===== src/rtl/afc_pkg.sv =====
// Shared types and constants of the box versus view frustum classifier.
package afc_pkg;

  localparam int unsigned IdW        = 8;
  localparam int unsigned CoordW     = 16;
  localparam int unsigned PlaneW     = 3;
  localparam int unsigned CfgW       = 64;
  localparam int unsigned CfgIdxW    = 3;
  localparam int unsigned ProdW      = 2 * CoordW;
  // Three products of at most 2^30 plus the scaled offset stay below 2^32.
  localparam int unsigned SumW       = ProdW + 1;
  localparam int unsigned DShift     = 12;
  localparam int unsigned NumPlanes  = 6;
  localparam int unsigned NumCorners = 8;

  localparam logic [PlaneW-1:0] ResetPlane = 3'd4;
  localparam logic [PlaneW-1:0] LastPlane  = 3'd5;

  typedef enum logic [1:0] {
    VERDICT_INSIDE    = 2'd0,
    VERDICT_INTERSECT = 2'd1,
    VERDICT_OUTSIDE   = 2'd2
  } afc_verdict_e;

  typedef enum logic [4:0] {
    ST_CLEAR  = 5'b00001,
    ST_IDLE   = 5'b00010,
    ST_LOAD   = 5'b00100,
    ST_TEST   = 5'b01000,
    ST_FINISH = 5'b10000
  } afc_state_e;

  typedef struct packed {
    logic        [IdW-1:0]    object_id;
    logic signed [CoordW-1:0] box_xmin;
    logic signed [CoordW-1:0] box_ymin;
    logic signed [CoordW-1:0] box_zmin;
    logic signed [CoordW-1:0] box_xmax;
    logic signed [CoordW-1:0] box_ymax;
    logic signed [CoordW-1:0] box_zmax;
  } afc_in_t;

  typedef struct packed {
    logic [1:0]        verdict;
    logic [PlaneW-1:0] deciding_plane;
  } afc_out_t;

  typedef struct packed {
    logic signed [CoordW-1:0] xmin;
    logic signed [CoordW-1:0] ymin;
    logic signed [CoordW-1:0] zmin;
    logic signed [CoordW-1:0] xmax;
    logic signed [CoordW-1:0] ymax;
    logic signed [CoordW-1:0] zmax;
  } afc_box_t;

  // Register layout: a in the low field, d in the high field.
  typedef struct packed {
    logic signed [CoordW-1:0] d;
    logic signed [CoordW-1:0] c;
    logic signed [CoordW-1:0] b;
    logic signed [CoordW-1:0] a;
  } afc_plane_t;

  typedef struct packed {
    logic              valid;
    logic [PlaneW-1:0] plane;
  } afc_issue_t;

  typedef struct packed {
    logic              valid;
    logic [PlaneW-1:0] plane;
    afc_verdict_e      verdict;
  } afc_res_t;

endpackage


===== src/rtl/afc_store.sv =====
// Per-object store of the last deciding plane, with a clearing sweep after reset.
module afc_store #(
  parameter int unsigned Depth = 256,
  parameter int unsigned AddrW = 8
) (
  input  logic                       clk_i,
  input  logic                       rst_ni,
  input  logic                       rd_en_i,
  input  logic [AddrW-1:0]           rd_addr_i,
  output logic [afc_pkg::PlaneW-1:0] rd_data_o,
  input  logic                       wr_en_i,
  input  logic [AddrW-1:0]           wr_addr_i,
  input  logic [afc_pkg::PlaneW-1:0] wr_data_i,
  output logic                       clearing_o
);

  logic [afc_pkg::PlaneW-1:0] mem [Depth];
  logic [afc_pkg::PlaneW-1:0] rd_data_q;
  logic [AddrW-1:0]           clr_addr_q, clr_addr_d;
  logic                       clearing_q, clearing_d;

  always_comb begin
    clr_addr_d = clr_addr_q;
    clearing_d = clearing_q;
    if (clearing_q) begin
      clr_addr_d = clr_addr_q + AddrW'(1);
      if (clr_addr_q == AddrW'(Depth - 1)) begin
        clearing_d = 1'b0;
      end
    end
  end

  always_ff @(posedge clk_i or negedge rst_ni) begin
    if (!rst_ni) begin
      clr_addr_q <= '0;
      clearing_q <= 1'b1;
    end else begin
      clr_addr_q <= clr_addr_d;
      clearing_q <= clearing_d;
    end
  end

  always_ff @(posedge clk_i) begin
    if (clearing_q) begin
      mem[clr_addr_q] <= afc_pkg::ResetPlane;
    end else if (wr_en_i) begin
      mem[wr_addr_i] <= wr_data_i;
    end
    if (rd_en_i) begin
      rd_data_q <= mem[rd_addr_i];
    end
  end

  assign rd_data_o  = rd_data_q;
  assign clearing_o = clearing_q;

endmodule


===== config.mk =====
export PLATFORM = sky130hd
export DESIGN_NAME = afc_store
export DESIGN_NICKNAME = d
export VERILOG_FILES = /design/src/rtl/afc_pkg.sv /design/src/rtl/afc_store.sv
export SDC_FILE = /design/constraint.sdc
export NUM_CORES = 1
export LEC_CHECK = 0
export BUFFER_PORTS_ARGS = -buffer_cell sky130_fd_sc_hd__buf_4
export CAP_MARGIN = 20
export CORE_MARGIN = 1.5
export CORE_UTILIZATION = 30
export DETAILED_ROUTE_END_ITERATION = 6
export GPL_TIMING_DRIVEN = 0
export MAX_ROUTING_LAYER = met4
export PLACE_DENSITY_LB_ADDON = 0.05
export SKIP_LAST_GASP = 1
export SLEW_MARGIN = 5
export SYNTH_ARGS = -nofsm -noshare
export SYNTH_HDL_FRONTEND = slang
export SYNTH_SLANG_ARGS = --single-unit

===== constraint.sdc =====
create_clock -name clk_i -period 6.85 [get_ports clk_i]
set_input_delay 1.37 -clock clk_i [delete_from_list [all_inputs] [get_ports clk_i]]
set_output_delay 1.37 -clock clk_i [all_outputs]
set_load 0.005 [all_outputs]

==> results.toml <==
[worst_hold_path]
hold_path.class = "input pin to async pin"

[clock_tree]
cts_tree = "done"
cts_resized = 0
cts-root-buf = "clkbuf_16"
cts_buffers = 90
clk_latency_ns = 0.68
clock_path_buffers = 3
clkTransAtPathRegs_ns = 0.06
cts_sinks = 780
cts_hold_buf = 0
postCtsSetupRepairBufs = 0
htree_levels = 3

[placement]
dpl.cell_count = 3118
dp_hpwl_mm = 74.22
portBuffers = 23
globalplace.congestion = 0.8028

[yosys]
synthesis.area_um2 = 31830
ys_types = 60
synth_warnings = 0
post-synth-top-area-cell = "edfxtp_1"
ys.flop_type = "edfxtp_1"
synth.yosys.seq_area_share_pct = 73.44
synth_area_leaders = "edfxtp_1 73%, mux4_2 10%, mux4_1 3.9%"
synth_top_area_share_pct = 72.73
async_reset_ff_share_pct = 1.154
syn_inst = 1689
synth_edf_count = 771
syn_avg_cell_area_um2 = 18.85
syn_nets = 1713
ys_ff_latch = 780

[power_and_ir_drop]
swShare_pct = 23.04
p_int_mw = 8.137
power.share.sequential_pct = 49.7
cellLeakagePower_nw = 11.52
p_sw_mw = 2.436
clockPowerShare_pct = 44.6
combPwrFrac_pct = 5.7
ir_drop_mv = 0.1846
powerDensity_nw_per_um2 = 285.9

[sta]
hold_violations = 0
setup_viol = 0
worstMarginPinSlew_ns = 1.179
min_period_over_period_pct = 67.93
slew_violations = 0
rsz0062_at_grt = "no"
fin_setup_tns_ns = 0
slew_headroom_pct = 21.41
fin_crit_ns = 4.653
clock.fmax_mhz = 214.9
skew_ns = 0.03527

[route]
vias = 16950
drt-initial-drc-count = 1758
route.detailed.drc = 0
wl_mm = 109.7
antenna_left = 0
first_pass_iters = 7
wire_per_inst_um = 33.36
viasPerCell = 5.154

[setup_path]
rr_startpoint = "clearing_o$_DFF_PN1_"
r2r_cells = 8
endpoint_kind = "register"
reg2reg_slack_ns = 3.11
crit_arrival_ns = 5.02
required_ns = 7.21
r2r_end = "mem[35][1]$_DFFE_PP_"
start_kind = "input pin"
critPathMaxFanout = 10
crit_type = "input pin to register"

[job]
maxCapViolCount = 0

[status]
status = "complete, no violations"

[floorplanning]
die_h_um = 328.7
coreArea_um2 = 105300
io-pin-count = 27
std_cell_rows = 119
fp.dieW_um = 328.7
fp.dieArea_um2 = 108100
start_util_pct = 30.24

[grt]
overflow = 0
antenna_found_initial = 6
grt_max_degree = 81
grt_use_total_pct = 21.16
grt_pass1_wl_mm = 149.6
grt_pass1_vias = 17490

[cells_and_area]
layout_common_cells = "771 x edfxtp_1, 271 x nor2_1, 143 x mux4_2"
final_cells = 3288
final_common_cell = "edfxtp_1"
fin_nets = 1845
syn_to_final_growth_pct = 16.15
multi_input_area_um2 = 7787
final_util_pct = 35.13
seq_area_um2 = 23380
drive_gt1_share_pct = 21.37
fill_cells = 9876
critical path, stage by stage:
cell and delay [ns]:
buf_2 0.23, buf_4 0.38, buf_2 0.49, buf_2 0.58
mux4_1 0.41, a22oi_1 0.25, a21oi_1 0.15, nor3_1 0.63
a22oi_1 0.28, a2bb2oi_1 0.24
registers in the layout (all words and copies together) (netlist names):
register and cells:
mem 768, rd_data_o 3, clearing_o 1, clr_addr_q 8
worst max-delay path by stage:
| stage | start | endpoint | slack (ns) |
|---|---|---|---|
| 6_report | rd_addr_i[1] | rd_data_o[0]$_DFFE_PP_ | 2.20 |
| 5_1_grt | rd_addr_i[1] | rd_data_o[0]$_DFFE_PP_ | 2.12 |
| 4_1_cts | rd_addr_i[1] | rd_data_o[0]$_DFFE_PP_ | 2.15 |
| 3_5_place_dp | rd_addr_i[1] | rd_data_o[0]$_DFFE_PP_ | 1.44 |
| 3_3_place_gp | wr_en_i | mem[120][1]$_DFFE_PP_ | -3.60 |
| 2_1_floorplan | wr_en_i | mem[0][0]$_DFFE_PP_ | 0.90 |
per-stage QoR:
step	instance area (µm²)	worst slack, ns	hold WS [ns]	total power [mW]
floorplan	31830	0.8992	0.5120	5.674
global placement	33750	-3.597	0.5679	5.982
detailed placement	34120	1.443	0.5798	5.964
CTS	36950	2.150	0.4751	10.67
global route	36970	2.124	0.4910	10.86
finish	36980	2.197	0.5055	10.57
cells by family after synthesis:
family | synth area share (%)
buffers and inverters | 2.197
AND/OR/NAND/NOR | 5.872
adder cells (fa/ha/maj) | 0.03930
flip-flops | 73.44
XOR/XNOR | 0.1926
multiplexers | 15.75
AO/OA/AOI/OAI | 2.508
layout make-up:
| class | instances | area share, % |
|---|---|---|
| diodes | 2 | 0.01354 |
| inverters | 4 | 0.04061 |
| repair buffers | 40 | 1.364 |
| well taps | 1391 | 4.707 |
| clock buffers | 103 | 6.280 |
| multi-input cells | 794 | 21.06 |
| clock inverters | 63 | 1.398 |
| flip-flops and latches | 780 | 63.23 |
| plain buffers | 111 | 1.908 |
power groups by stage:
stage | logic (mW) | clock network (mW) | registers (mW)
after floorplan | 0.299 | 0 | 5.37
after global placement | 0.581 | 0 | 5.40
after detailed placement | 0.610 | 0 | 5.35
after CTS | 0.610 | 4.81 | 5.25
after global routing | 0.631 | 4.98 | 5.25
final | 0.601 | 4.72 | 5.25
routing by layer:
| layer | track usage, % | share of wire, % |
|---|---|---|
| met5 | - | 0 |
| met4 | 5.540 | 2.4 |
| met3 | 3.938 | 6.2 |
| met2 | 32.90 | 47 |
| met1 | 28.49 | 44 |
synth_stat cells (all sizes together), types with 2 or more instances:
library cell	n
buf	55
clkbuf	56
nor4	2
xor2	3
o211ai	4
a211oi	5
or2	3
a22o	4
a22oi	17
nand3b	14
dfrtp	8
nand4	3
inv	4
a211o	3
nand2	65
edfxtp	771
o31ai	5
o311ai	4
mux4	190
mux2	6
nand2b	5
nor2b	9
and2	5
a221oi	2
o31a	4
nand3	40
mux2i	49
a31o	2
nor2	271
o21ai	3
a21oi	18
xnor2	4
o22ai	5
nor3	10
or3	7
o221ai	16
a311oi	6
No activity file was read; power rests on OpenSTA's default activity.
